`src/rtl/efr_pkg.sv`:
```
// ----------------------------------------------------------------------------
// efr_pkg
// shared widths, register indexes, reset values, frame phase codes and input
// item kinds for the escaped frame receiver
// ----------------------------------------------------------------------------
package efr_pkg;

  localparam int DEPTH_DEFAULT = 64;
  localparam int DATA_W        = 8;
  localparam int INDEX_W       = 6;
  localparam int FRAME_W       = 16;
  localparam int CFG_IDX_W     = 2;
  localparam int PHASE_W       = 2;

  // configuration register indexes
  localparam logic [CFG_IDX_W-1:0] REG_START_CODE  = 2'd0;
  localparam logic [CFG_IDX_W-1:0] REG_END_CODE    = 2'd1;
  localparam logic [CFG_IDX_W-1:0] REG_ESCAPE_CODE = 2'd2;
  localparam logic [CFG_IDX_W-1:0] REG_QUIET_TICKS = 2'd3;

  // register reset values
  localparam logic [DATA_W-1:0] START_CODE_RST  = 8'd126;
  localparam logic [DATA_W-1:0] END_CODE_RST    = 8'd125;
  localparam logic [DATA_W-1:0] ESCAPE_CODE_RST = 8'd124;
  localparam logic [DATA_W-1:0] QUIET_TICKS_RST = 8'd10;

  // frame phase
  localparam logic [PHASE_W-1:0] PH_IDLE   = 2'd0;
  localparam logic [PHASE_W-1:0] PH_NORMAL = 2'd1;
  localparam logic [PHASE_W-1:0] PH_ESCAPE = 2'd2;
  localparam logic [PHASE_W-1:0] PH_CLOSED = 2'd3;

  // input item kinds
  localparam logic MODE_BYTE = 1'b0;
  localparam logic MODE_TICK = 1'b1;

endpackage

```
`src/rtl/efr_if.sv`:
```
// ----------------------------------------------------------------------------
// efr channel interfaces
// input item, result item and configuration write channels
// ----------------------------------------------------------------------------
interface efr_in_if;
  logic                      valid;
  logic                      ready;
  logic                      mode;
  logic [efr_pkg::DATA_W-1:0] rx_byte;

  modport source (output valid, output mode, output rx_byte, input ready);
  modport sink   (input valid, input mode, input rx_byte, output ready);
endinterface

interface efr_out_if;
  logic                        valid;
  logic                        ready;
  logic [efr_pkg::DATA_W-1:0]  payload_byte;
  logic [efr_pkg::INDEX_W-1:0] byte_index;
  logic                        is_last;
  logic [efr_pkg::FRAME_W-1:0] frame_number;

  modport source (output valid, output payload_byte, output byte_index,
                  output is_last, output frame_number, input ready);
  modport sink   (input valid, input payload_byte, input byte_index,
                  input is_last, input frame_number, output ready);
endinterface

interface efr_cfg_if;
  logic                          valid;
  logic                          ready;
  logic [efr_pkg::CFG_IDX_W-1:0] index;
  logic [efr_pkg::DATA_W-1:0]    data;

  modport source (output valid, output index, output data, input ready);
  modport sink   (input valid, input index, input data, output ready);
endinterface

```
`src/rtl/efr_store.sv`:
```
// ----------------------------------------------------------------------------
// efr_store
// frame byte store, one write port and one read port, registered read data
// ----------------------------------------------------------------------------
module efr_store #(
  parameter int DEPTH = efr_pkg::DEPTH_DEFAULT
) (
  input  logic                       clk,
  input  logic                       we,
  input  logic [$clog2(DEPTH)-1:0]   waddr,
  input  logic [efr_pkg::DATA_W-1:0] wdata,
  input  logic                       re,
  input  logic [$clog2(DEPTH)-1:0]   raddr,
  output logic [efr_pkg::DATA_W-1:0] rdata
);

  logic [efr_pkg::DATA_W-1:0] mem [DEPTH];

  always_ff @(posedge clk) begin
    if (we) begin
      mem[waddr] <= wdata;
    end
  end

  // read data holds while re is low
  always_ff @(posedge clk) begin
    if (re) begin
      rdata <= mem[raddr];
    end
  end

endmodule

```
`src/rtl/escaped_frame_receiver_with_timeout.sv`:
```
// ----------------------------------------------------------------------------
// escaped_frame_receiver_with_timeout
// byte-stuffed frame receiver: start/escape/end decoding into a frame store,
// quiet timer on input ticks, payload delivery after the line goes quiet
// ----------------------------------------------------------------------------
//
//  channel   dir  handshake          payload
//  rx_in     in   valid / ready      mode, rx_byte
//  frm_out   out  valid / ready      payload_byte, byte_index, is_last,
//                                    frame_number
//  cfg       in   valid / ready      index, data (ready tied high)
//
//  a received byte or a tick that delivers nothing leaves rx_in.ready high
//  a delivering tick with n payload bytes keeps rx_in.ready low until the last
//    beat is loaded: each beat is one read of the frame store port plus one load
//    of the output register, and the load waits while frm_out stalls
//  the last beat may still sit in the output register while the next item
//    is accepted
//  synchronous reset clears control state; the frame store has no reset and
//    needs no clearing pass
//
module escaped_frame_receiver_with_timeout #(
  parameter int BUFFER_DEPTH = efr_pkg::DEPTH_DEFAULT
) (
  input logic        clk,
  input logic        rst,
  efr_in_if.sink     rx_in,
  efr_out_if.source  frm_out,
  efr_cfg_if.sink    cfg
);

  localparam int AW = $clog2(BUFFER_DEPTH);
  localparam int CW = $clog2(BUFFER_DEPTH + 1);

  // delivery sequencer
  localparam logic [1:0] S_IDLE  = 2'd0;
  localparam logic [1:0] S_FETCH = 2'd1;
  localparam logic [1:0] S_LOAD  = 2'd2;

  logic [1:0] state;

  // configuration registers
  logic [efr_pkg::DATA_W-1:0] start_code;
  logic [efr_pkg::DATA_W-1:0] end_code;
  logic [efr_pkg::DATA_W-1:0] escape_code;
  logic [efr_pkg::DATA_W-1:0] quiet_ticks;

  // frame state
  logic [efr_pkg::PHASE_W-1:0] phase;
  logic [efr_pkg::DATA_W-1:0]  quiet_timer;
  logic [CW-1:0]               byte_count;
  logic [efr_pkg::FRAME_W-1:0] frames_done;
  logic [CW-1:0]               idx;

  // output register
  logic                        out_valid;
  logic [efr_pkg::DATA_W-1:0]  out_byte;
  logic [efr_pkg::INDEX_W-1:0] out_index;
  logic                        out_last;
  logic [efr_pkg::FRAME_W-1:0] out_frame;

  // store ports
  logic                       st_we;
  logic [AW-1:0]              st_waddr;
  logic                       st_re;
  logic [AW-1:0]              st_raddr;
  logic [efr_pkg::DATA_W-1:0] st_rdata;

  logic in_fire;
  logic out_free;
  logic is_tick;
  logic timer_zero;
  logic start_hit;
  logic room;
  logic store_now;
  logic deliver;
  logic last_beat;

  assign rx_in.ready = (state == S_IDLE);
  assign cfg.ready   = 1'b1;
  assign in_fire     = rx_in.valid && rx_in.ready;
  assign out_free    = !out_valid || frm_out.ready;

  assign is_tick    = (rx_in.mode == efr_pkg::MODE_TICK);
  assign timer_zero = (quiet_timer == '0);
  assign start_hit  = timer_zero && (rx_in.rx_byte == start_code);
  assign room       = (byte_count < CW'(BUFFER_DEPTH));

  // a byte lands in the store on a start after a quiet line, or, with room, on a
  // literal after escape or any non-escape byte in a normal frame (end byte included)
  always_comb begin
    store_now = 1'b0;
    if (in_fire && !is_tick) begin
      if (start_hit) begin
        store_now = 1'b1;
      end else if (phase == efr_pkg::PH_NORMAL) begin
        store_now = (rx_in.rx_byte != escape_code) && room;
      end else if (phase == efr_pkg::PH_ESCAPE) begin
        store_now = room;
      end
    end
  end

  // quiet line, frame closed and long enough: start streaming
  assign deliver = in_fire && is_tick && timer_zero && (phase == efr_pkg::PH_CLOSED)
                   && (byte_count > CW'(2));

  // a start byte always writes entry zero
  assign st_we    = store_now;
  assign st_waddr = start_hit ? '0 : AW'(byte_count);
  assign st_re    = (state == S_FETCH);
  // payload skips the stored start byte
  assign st_raddr = AW'(idx + 1'b1);
  assign last_beat = ((idx + 1'b1) == byte_count);

  efr_store #(
    .DEPTH (BUFFER_DEPTH)
  ) u_store (
    .clk   (clk),
    .we    (st_we),
    .waddr (st_waddr),
    .wdata (rx_in.rx_byte),
    .re    (st_re),
    .raddr (st_raddr),
    .rdata (st_rdata)
  );

  // configuration writes
  always_ff @(posedge clk) begin
    if (rst) begin
      start_code  <= efr_pkg::START_CODE_RST;
      end_code    <= efr_pkg::END_CODE_RST;
      escape_code <= efr_pkg::ESCAPE_CODE_RST;
      quiet_ticks <= efr_pkg::QUIET_TICKS_RST;
    end else if (cfg.valid && cfg.ready) begin
      case (cfg.index)
        efr_pkg::REG_START_CODE:  start_code  <= cfg.data;
        efr_pkg::REG_END_CODE:    end_code    <= cfg.data;
        efr_pkg::REG_ESCAPE_CODE: escape_code <= cfg.data;
        efr_pkg::REG_QUIET_TICKS: quiet_ticks <= cfg.data;
        default: ;
      endcase
    end
  end

  // frame decoding and quiet timer
  always_ff @(posedge clk) begin
    if (rst) begin
      phase       <= efr_pkg::PH_IDLE;
      quiet_timer <= '0;
      byte_count  <= '0;
      frames_done <= '0;
    end else if (in_fire) begin
      if (is_tick) begin
        if (!timer_zero) begin
          quiet_timer <= quiet_timer - 1'b1;
        end else if (phase == efr_pkg::PH_CLOSED) begin
          phase <= efr_pkg::PH_IDLE;
          // short frames vanish silently
          if (byte_count > CW'(2)) begin
            byte_count  <= byte_count - CW'(2);
            frames_done <= frames_done + 1'b1;
          end
        end
      end else if (start_hit) begin
        // restarts even mid-frame or after an escape, once the quiet timer has run out
        byte_count  <= CW'(1);
        quiet_timer <= quiet_ticks;
        phase       <= efr_pkg::PH_NORMAL;
      end else if (phase == efr_pkg::PH_NORMAL) begin
        quiet_timer <= quiet_ticks;
        if (store_now) begin
          byte_count <= byte_count + 1'b1;
        end
        // escape meaning wins over end
        if (rx_in.rx_byte == escape_code) begin
          phase <= efr_pkg::PH_ESCAPE;
        end else if (rx_in.rx_byte == end_code) begin
          phase <= efr_pkg::PH_CLOSED;
        end
      end else if (phase == efr_pkg::PH_ESCAPE) begin
        quiet_timer <= quiet_ticks;
        if (store_now) begin
          byte_count <= byte_count + 1'b1;
        end
        phase <= efr_pkg::PH_NORMAL;
      end
    end
  end

  // delivery: fetch one entry, then load it into the output register
  always_ff @(posedge clk) begin
    if (rst) begin
      state     <= S_IDLE;
      idx       <= '0;
      out_valid <= 1'b0;
    end else begin
      // a load wins over the drain of the previous beat
      if (state == S_LOAD && out_free) begin
        out_valid <= 1'b1;
      end else if (frm_out.ready) begin
        out_valid <= 1'b0;
      end
      case (state)
        S_IDLE: begin
          if (deliver) begin
            idx   <= '0;
            state <= S_FETCH;
          end
        end
        S_FETCH: begin
          state <= S_LOAD;
        end
        S_LOAD: begin
          if (out_free) begin
            if (last_beat) begin
              state <= S_IDLE;
            end else begin
              idx   <= idx + 1'b1;
              state <= S_FETCH;
            end
          end
        end
        default: state <= S_IDLE;
      endcase
    end
  end

  // output payload, no reset needed
  always_ff @(posedge clk) begin
    if (state == S_LOAD && out_free) begin
      out_byte  <= st_rdata;
      out_index <= efr_pkg::INDEX_W'(idx);
      out_last  <= last_beat;
      out_frame <= frames_done;
    end
  end

  assign frm_out.valid        = out_valid;
  assign frm_out.payload_byte = out_byte;
  assign frm_out.byte_index   = out_index;
  assign frm_out.is_last      = out_last;
  assign frm_out.frame_number = out_frame;

  // an open or closed frame always holds at least its start byte
  a_frame_nonempty: assert property (@(posedge clk) disable iff (rst)
    (phase != efr_pkg::PH_IDLE) |-> (byte_count != '0))
    else $error("frame open with empty store");

  // the read pointer never passes the payload length while streaming
  a_idx_in_frame: assert property (@(posedge clk) disable iff (rst)
    (state != S_IDLE) |-> ((idx + 1'b1) <= byte_count))
    else $error("delivery index beyond stored bytes");

  // the frame counter moves only when a delivery starts
  a_frames_done_step: assert property (@(posedge clk) disable iff (rst)
    !deliver |=> $stable(frames_done))
    else $error("frame counter moved without delivery");

  // no input is taken while a frame is streaming out
  a_no_input_streaming: assert property (@(posedge clk) disable iff (rst)
    (state == S_FETCH || state == S_LOAD) |-> !rx_in.ready)
    else $error("input accepted during delivery");

endmodule
```
`src/flat_wrapper.sv`:
```
// flat-port wrapper written by rule: the top's interface ports become plain ports
module escaped_frame_receiver_with_timeout_flat 
#(
  parameter int BUFFER_DEPTH = efr_pkg::DEPTH_DEFAULT
)
  (clk, rst, rx_in_valid, rx_in_mode, rx_in_rx_byte, rx_in_ready, frm_out_valid, frm_out_payload_byte, frm_out_byte_index, frm_out_is_last, frm_out_frame_number, frm_out_ready, cfg_valid, cfg_index, cfg_data, cfg_ready);
  efr_in_if rx_in_i ();
  efr_out_if frm_out_i ();
  efr_cfg_if cfg_i ();
  input logic clk;
  input logic rst;
  input wire logic [$bits(rx_in_i.valid)-1:0] rx_in_valid;
  input wire logic [$bits(rx_in_i.mode)-1:0] rx_in_mode;
  input wire logic [$bits(rx_in_i.rx_byte)-1:0] rx_in_rx_byte;
  output wire logic [$bits(rx_in_i.ready)-1:0] rx_in_ready;
  output wire logic [$bits(frm_out_i.valid)-1:0] frm_out_valid;
  output wire logic [$bits(frm_out_i.payload_byte)-1:0] frm_out_payload_byte;
  output wire logic [$bits(frm_out_i.byte_index)-1:0] frm_out_byte_index;
  output wire logic [$bits(frm_out_i.is_last)-1:0] frm_out_is_last;
  output wire logic [$bits(frm_out_i.frame_number)-1:0] frm_out_frame_number;
  input wire logic [$bits(frm_out_i.ready)-1:0] frm_out_ready;
  input wire logic [$bits(cfg_i.valid)-1:0] cfg_valid;
  input wire logic [$bits(cfg_i.index)-1:0] cfg_index;
  input wire logic [$bits(cfg_i.data)-1:0] cfg_data;
  output wire logic [$bits(cfg_i.ready)-1:0] cfg_ready;
  assign rx_in_i.valid = rx_in_valid;
  assign rx_in_i.mode = rx_in_mode;
  assign rx_in_i.rx_byte = rx_in_rx_byte;
  assign rx_in_ready = rx_in_i.ready;
  assign frm_out_valid = frm_out_i.valid;
  assign frm_out_payload_byte = frm_out_i.payload_byte;
  assign frm_out_byte_index = frm_out_i.byte_index;
  assign frm_out_is_last = frm_out_i.is_last;
  assign frm_out_frame_number = frm_out_i.frame_number;
  assign frm_out_i.ready = frm_out_ready;
  assign cfg_i.valid = cfg_valid;
  assign cfg_i.index = cfg_index;
  assign cfg_i.data = cfg_data;
  assign cfg_ready = cfg_i.ready;
  escaped_frame_receiver_with_timeout #(.BUFFER_DEPTH(BUFFER_DEPTH)) u_core (.clk(clk), .rst(rst), .rx_in(rx_in_i), .frm_out(frm_out_i), .cfg(cfg_i));
endmodule
```
`config.mk`:
```
export PLATFORM = sky130hd
export DESIGN_NAME = escaped_frame_receiver_with_timeout_flat
export DESIGN_NICKNAME = d
export VERILOG_FILES = /design/src/rtl/efr_pkg.sv /design/src/rtl/efr_if.sv /design/src/rtl/efr_store.sv /design/src/rtl/escaped_frame_receiver_with_timeout.sv /design/src/flat_wrapper.sv
export SDC_FILE = /design/constraint.sdc
export NUM_CORES = 1
export LEC_CHECK = 0
export BUFFER_PORTS_ARGS = -buffer_cell sky130_fd_sc_hd__buf_2
export CORE_AREA = 2 2 216 218
export CTS_BUF_LIST = sky130_fd_sc_hd__clkbuf_8
export DETAILED_ROUTE_END_ITERATION = 16
export DIE_AREA = 0 0 218 220
export GPL_TIMING_DRIVEN = 1
export PLACE_DENSITY_LB_ADDON = 0.15
export SKIP_LAST_GASP = 1
export SLEW_MARGIN = 20
export SYNTH_ARGS = -nofsm -noshare
export SYNTH_HDL_FRONTEND = slang
export SYNTH_SLANG_ARGS = --single-unit
```
`constraint.sdc`:
```
create_clock -name clk -period 6.91 [get_ports clk]
set_clock_uncertainty 0.2 [all_clocks]
set_input_delay 0.3455 -clock clk [delete_from_list [all_inputs] [get_ports clk]]
set_output_delay 0.3455 -clock clk [all_outputs]
set_load 0.005 [all_outputs]
```
# Yosys cells after proc, flatten, opt, wreduce, memory -nomap -nowiden
# Memories as Yosys holds them, arrays and structs flattened. A register that Yosys moved wholly into a read port is not among the register bits.
# Index checks and enable logic that the tools add are counted.
[classes]
addsub = 5
magnitude_cmp = 2
eq_ne = 21
mux = 38
n_reduce_logical = 28
[op_table]
columns = ["cell", "n"]
rows = [
  ["7-bit 2-to-1 mux", 11],
  ["8-bit 2-to-1 mux", 5],
  ["8-bit equality test", 3],
  ["2-bit 2-to-1 mux", 10],
  ["16-bit by 1-bit adder with 16-bit output, second input constant", 1],
  ["5-bit AND reduction", 3],
  ["7-bit by 1-bit adder with 7-bit output, second input constant", 2],
  ["7-bit one-hot mux with 2 select lines", 1],
  ["2-bit equality test, second input constant", 5],
  ["2-bit AND reduction", 5],
  ["1-bit logical AND", 9],
  ["1-bit 2-to-1 mux", 9],
  ["8-bit logical NOT", 1],
  ["2-bit by 1-bit inequality test with 1-bit output, second input constant", 4],
  ["8-bit inequality test", 1],
  ["8-bit by 1-bit subtractor with 8-bit output, second input constant", 1],
  ["7-bit equality test", 1],
  ["7-bit by 2-bit greater-than comparator with 1-bit output, second input constant", 1],
  ["7-bit less-than comparator, second input constant", 1],
  ["7-bit by 2-bit subtractor with 7-bit output, second input constant", 1],
  ["2-bit by 1-bit equality test with 1-bit output, second input constant", 3],
  ["6-bit 2-to-1 mux", 1],
  ["2-bit inequality test, second input constant", 3],
  ["2-bit one-hot mux with 3 select lines", 1],
  ["other kinds (8)", 11],
]
[word_totals]
register_bits = 106
ramBits = 512
input_bits = 24
elab_cells = 110
n_memories = 1
[memory_table]
columns = ["name", "depth", "word_bits", "rd", "rd_clocked_by_memory_dff", "write_ports", "line", "text"]
rows = [
  ["u_core.u_store.mem", 64, 8, 1, 1, 1, "efr_store.sv:17", "logic [efr_pkg::DATA_W-1:0] mem [DEPTH];"],
]

# Logic depth before layout (Yosys ltp)
[logic_depth]
depth_word = 10
ltp_mapped = 10
mapped_depth_nobuf = 8

# Modules after synthesis
# From an unflattened synthesis, not the netlist that was laid out.
[hier_totals]
cells_unflattened = 1486
area_unflattened_um2 = 25351.8
[by_module_without_submodules]
columns = ["mod", "n_inst", "cells_per_inst", "area_each_um2", "seq_area_each_um2"]
rows = [
  ["efr_store", 1, 940, 20246.9, 15615.0],
  ["escaped_frame_receiver_with_timeout", 1, 546, 5104.9, 2432.3],
]

# Worst setup path before layout
# OpenSTA, ideal clock, no wires.
[synth_path]
path_type = "register to register"
from = "register u_core.quiet_timer[0] in the netlist's numbering"
to = "memory u_core.u_store.mem[40][0] in the netlist's numbering (enable)"
arrival_time_ns = 2.554
setup_slack_ns = 3.761
stages_incl_launch_ff = 9
path_buffers = 1
path_cell_list = "dfxtp_1 inv_1 ha_1 nor4b_4 nand3b_2 or3_1 buf_6 and3_1 nor4_1"
[synth_between]
elab_chain_cells = 6
word_cells_on_any_way = 7
cone_classes = "5 x mux; 2 x reduce/logical"
[synth_rtl]
columns = ["element", "line", "text"]
rows = [
  ["start, declared", "escaped_frame_receiver_with_timeout.sv:50", "logic [efr_pkg::DATA_W-1:0] quiet_timer;"],
  ["start signal, assigned", "escaped_frame_receiver_with_timeout.sv:156", "quiet_timer <= quiet_timer - 1'b1;"],
  ["start signal, assigned", "escaped_frame_receiver_with_timeout.sv:168", "quiet_timer <= quiet_ticks;"],
  ["start signal, assigned", "escaped_frame_receiver_with_timeout.sv:171", "quiet_timer <= quiet_ticks;"],
  ["8-bit logical NOT *", "escaped_frame_receiver_with_timeout.sv:85", "assign timer_zero = (quiet_timer == '0);"],
  ["1-bit logical AND *", "escaped_frame_receiver_with_timeout.sv:86", "assign start_hit = timer_zero && (rx_in.rx_byte == start_code);"],
  ["1-bit 2-to-1 mux", "escaped_frame_receiver_with_timeout.sv:94", "if (start_hit) begin"],
  ["1-bit 2-to-1 mux", "escaped_frame_receiver_with_timeout.sv:93", "if (in_fire && !is_tick) begin"],
  ["1-bit 2-to-1 mux", "efr_store.sv:20", "if (we) begin"],
  ["1-bit 2-to-1 mux (not written as such)", "efr_store.sv:21", "mem[waddr] <= wdata;"],
  ["end, declared", "efr_store.sv:17", ""],
]
# Every way passes the cells marked *; elsewhere a longest branch is shown, timed or not.

# Worst setup path in the final report
[layout_path]
from = "input rx_in_rx_byte[4]"
to = "memory u_core.u_store.mem[58][4] in the netlist's numbering (enable)"
[layout_between]
elab_chain_cells = 7
word_cells_on_any_way = 10
cone_classes = "2 x eq/ne; 6 x mux; 2 x reduce/logical"
[layout_rtl]
columns = ["element", "line", "text"]
rows = [
  ["start, declared", "flat_wrapper.sv:14", "input wire logic [$bits(rx_in_i.rx_byte)-1:0] rx_in_rx_byte;"],
  ["8-bit inequality test", "escaped_frame_receiver_with_timeout.sv:97", "store_now = (rx_in.rx_byte != escape_code) && room;"],
  ["1-bit logical AND", "escaped_frame_receiver_with_timeout.sv:97", ""],
  ["1-bit 2-to-1 mux", "escaped_frame_receiver_with_timeout.sv:96", "end else if (phase == efr_pkg::PH_NORMAL) begin"],
  ["1-bit 2-to-1 mux", "escaped_frame_receiver_with_timeout.sv:94", ""],
  ["1-bit 2-to-1 mux", "escaped_frame_receiver_with_timeout.sv:93", ""],
  ["1-bit 2-to-1 mux", "efr_store.sv:20", ""],
  ["1-bit 2-to-1 mux (not written as such)", "efr_store.sv:21", ""],
]
# Parallel ways exist; a longest one is shown, timed or not.

==> results.md <==
* Outcome: completed
* CP max stage delay at 0.89 ns
* Post-CTS sizing at 0
* Core footprint at 45,860 µm²
* Post-synthesis sequential area ratio at 72.37%
* Final period util at 61.85%
* Endpoints failing setup at 0
* Worst-Margin Slew at 1.092 ns
* Clock latency at the later pin of the worst-skew pair at 0.66 ns
* Post-synth EDFFs at 551
* Share of cells above drive strength 1 at 24.84%
* Placed cell count at 1,970
* Routed Antenna Nets at 0
* Rel. slew slack at 27.11%
* CTS Buf Count at 97
* Flops & latches, synth at 626
* Tot Pwr at 7.324 mW
* CTS clock-pin slew for the worst setup and hold paths at 0.06 ns
* Ranking of synthesized cells by area: edfxtp_1 (66%), mux4_2 (15%), dfxtp_1 (6.0%)
* DIE WIDTH at 218 µm
* Detailed-route vias per instance at 5.941
* DR vias at 12,860
* WL met3 at 4061 µm
* Post-Syn Area at 24,940 µm²
* Number of diodes at 0
* CTS H-Tree Depth at 3
* Pwr dens at 261.7 nW/µm²
* Initial DRC count at 1,418
* Nets at 1,511
* Antenna violations before repair at 0
* Pin count of the biggest net entering global routing at 110
* Peak supply drop at 0.0001525 V
* Internal at 5.760 mW
* Post-synth top area share at 66.35%
* Met1 Wirelength at 23,860 µm
* DR WL/cell at 25.45 µm
* Ports at 58
* CP bufs+invs at 2
* GRT Resource Usage Total at 23.82%
* MaxCap Viol Count at 0
* Postcts setup bufs at 0
* Net Sw Power at 1.564 mW
* Non-Filler Instances at 2,165
* Starting Density at 54.37%
* Layout area overhead at 12.21%
* Critical Path Fanout Max at 16
* Fin crit period at 4.274 ns
* Max frequency at 0.2340 GHz
* CP Capture Type: register
* Leak at 8.764 nW
* Setup TNS at 0 ns
* Startpoint types: primary input
* Cell count after synthesis at 1,351
* Most used DFF post-synth: edfxtp_1
* WP data arrival at 4.35 ns
* TritonCTS clock tree: yes
* GR Overflow Total at 0
* Switching Fraction at 21.35%
* Die Area at 47,960 µm²
* Max Transition Viols Final at 0
* Mapped Avg Cell Area at 18.46 µm²
* Worst endpoint required time at 6.98 ns
* Top layer in use: met4
* Critical path class: primary input to register
* Net Count, Synth at 1,382
* FP Rows at 79
* Post-route design area at 27,980 µm²
* Final hold violation count at 0
* Combinational power share at 2.8%
* Fillers at 3,345
* Ys async rst share at 0%
* Worst path slowest cell: nor2_1
* Residual DRC count at 0
* Maximum buffer depth of the clock tree at 3
* Crit-path leading delay family: simple AND/OR/NAND/NOR gates
* IO buf count at 56
* RSZ-0062 raised after global routing: no
* CTS sink cnt at 626
* Final HPWL DP at 33,550 µm
* Warnings from Yosys at 0
* Vias in the first global route at 12,810
* Area of placed instances at 25,920 µm²
* Area leader, netlist: edfxtp_1
* Met2 Wirelength at 26,430 µm
* TritonRoute pass-1 iters at 5
* Global-route wire length before repair at 82,660 µm
* Routed WL at 55,110 µm
* Critical path cell sequence: dlygate4sd3_1 > buf_2 > xor2_1 > nor4_1 > a211o_1 > a2111oi_0 > nand3_1 > nor2_1
* Global placement routability congestion at 0.7974
* Distinct cells, synth at 64
* Clock power frac at 40.8%
* Hold Crit Class: primary input to register
* Die Ht at 220 µm
* Root Driver: clkbuf_8
* Sequential power share at 56.4%
==> worst min-delay path, stage by stage <==
cell and delay, ns:
buf_2 0.11, nor3b_2 0.21, o2111ai_1 0.12, a21oi_1 0.06
==> placed cells by master, fill, tap and decap left out, types with 5 or more instances in the layout <==
cell type / instances
nor3_1: 12
nand3_1: 40
buf_4: 17
nand2b_1: 6
o21ai_0: 18
nand4_1: 7
mux2i_1: 11
and3_1: 6
mux4_2: 168
dfxtp_1: 74
clkinv_2: 16
nor2_1: 109
ha_1: 6
or3_1: 7
nand2_1: 87
bufinv_16: 5
nor4_1: 6
o32ai_1: 6
buf_2: 56
a21oi_1: 32
edfxtp_1: 551
clkinv_1: 22
dlygate4sd3_1: 18
clkbuf_8: 104
xor2_1: 12
xnor2_1: 36
o21a_1: 5
inv_1: 47
==> metrics by stage <==
step	setup WS, ns	hold slack, ns	utilization (%)
after floorplan	3.761	0.2003	-
after global placement	2.300	0.2153	56.52
after detailed placement	2.197	0.2081	56.52
after CTS	2.616	0.002870	61.00
after global routing	2.415	0.05397	61.01
final	2.636	0.04540	61.01
==> path summary, 6_finish.rpt <==
path	startpoint	endpoint	slack, ns	cells past startpoint
hold / removal	rx_in_valid	u_core.quiet_timer[0]	0.05	4
setup reg to reg	u_core.state[1]	u_core.u_store.mem[58][4]	2.65	5
setup / recovery	rx_in_rx_byte[4]	u_core.u_store.mem[58][4]	2.64	8
hold reg to reg	u_core.u_store.rdata[1]	u_core.frm_out.payload_byte[1]	0.22	0
==> layout make-up <==
class                   count  area [µm²]  share of cell area, %
flip-flops and latches    626       18050                  64.51
multi-input cells         641        6590                  23.55
clock buffers             104        1431                  5.115
well taps                 607       759.5                  2.714
repair buffers             93       628.1                  2.245
clock inverters            73       442.9                  1.583
inverters                  21       78.83                 0.2817
==> synthesized netlist by cell type, drive strengths merged (3+ instances only) <==
cell and n:
edfxtp 551, mux4 168, nor2 109, nand2 87, dfxtp 75, clkbuf 41, nand3 40, xnor2 37
a21oi 32, buf 22, inv 20, o21ai 19, nor3 13, xor2 13, mux2i 11, ha 7
nand4 7, or3 7, and3 6, nand2b 6, nor4 6, o32ai 6, o41ai 6, o21a 5
and2 4, nand3b 4, nor2b 4, o31ai 4, or4 4, a311o 3, nor3b 3
==> logic make-up after synthesis <==
group,after synthesis,synth area share [%]
and+or+nand+nor,306,5.680
DFF,626,72.37
other,1,0.01504
muxes,180,15.66
xor gates and xnor gates,51,1.876
adders and majority gates,7,0.3512
AOI/OAI and AO/OA,96,2.654
buffers and inverters,84,1.395
==> per-layer routing <==
layer | vias to the layer above | track usage, %
met5 | - | 0
met4 | 0 | 6.122
met3 | 56 | 4.665
met2 | 487 | 37.04
met1 | 6621 | 35.08
li1 | 5699 | -
==> power by group through the flow <==
stage          Clock (mW)  Combinational (mW)  Sequential, mW
2_1_floorplan           0               0.102            4.21
3_3_place_gp            0               0.195            4.21
3_5_place_dp            0               0.199            4.21
4_1_cts              3.04               0.207            4.13
5_1_grt              3.19               0.229            4.13
6_report             2.98               0.206            4.13
==> flip-flops by register name, indices dropped and copies added (netlist names) <==
name,cells
u_core.frm_out.valid,1
u_core.start_code,8
u_core.idx,7
u_core.frm_out.payload_byte,8
u_core.frm_out.frame_number,16
u_core.frames_done,16
u_core.frm_out.is_last,1
u_core.frm_out.byte_index,6
u_core.byte_count,7
u_core.quiet_timer,8
u_core.phase,2
u_core.u_store.mem,512
u_core.state,2
u_core.end_code,8
u_core.u_store.rdata,8
u_core.quiet_ticks,8
u_core.escape_code,8
==> what timing repair did <==
item                                    4_1_cts  5_1_grt
hold endpoints to repair                     64        0
hold buffers                                 18        0
endpoints found under the setup margin        0        0
No activity file was read; power rests on OpenSTA's default activity.
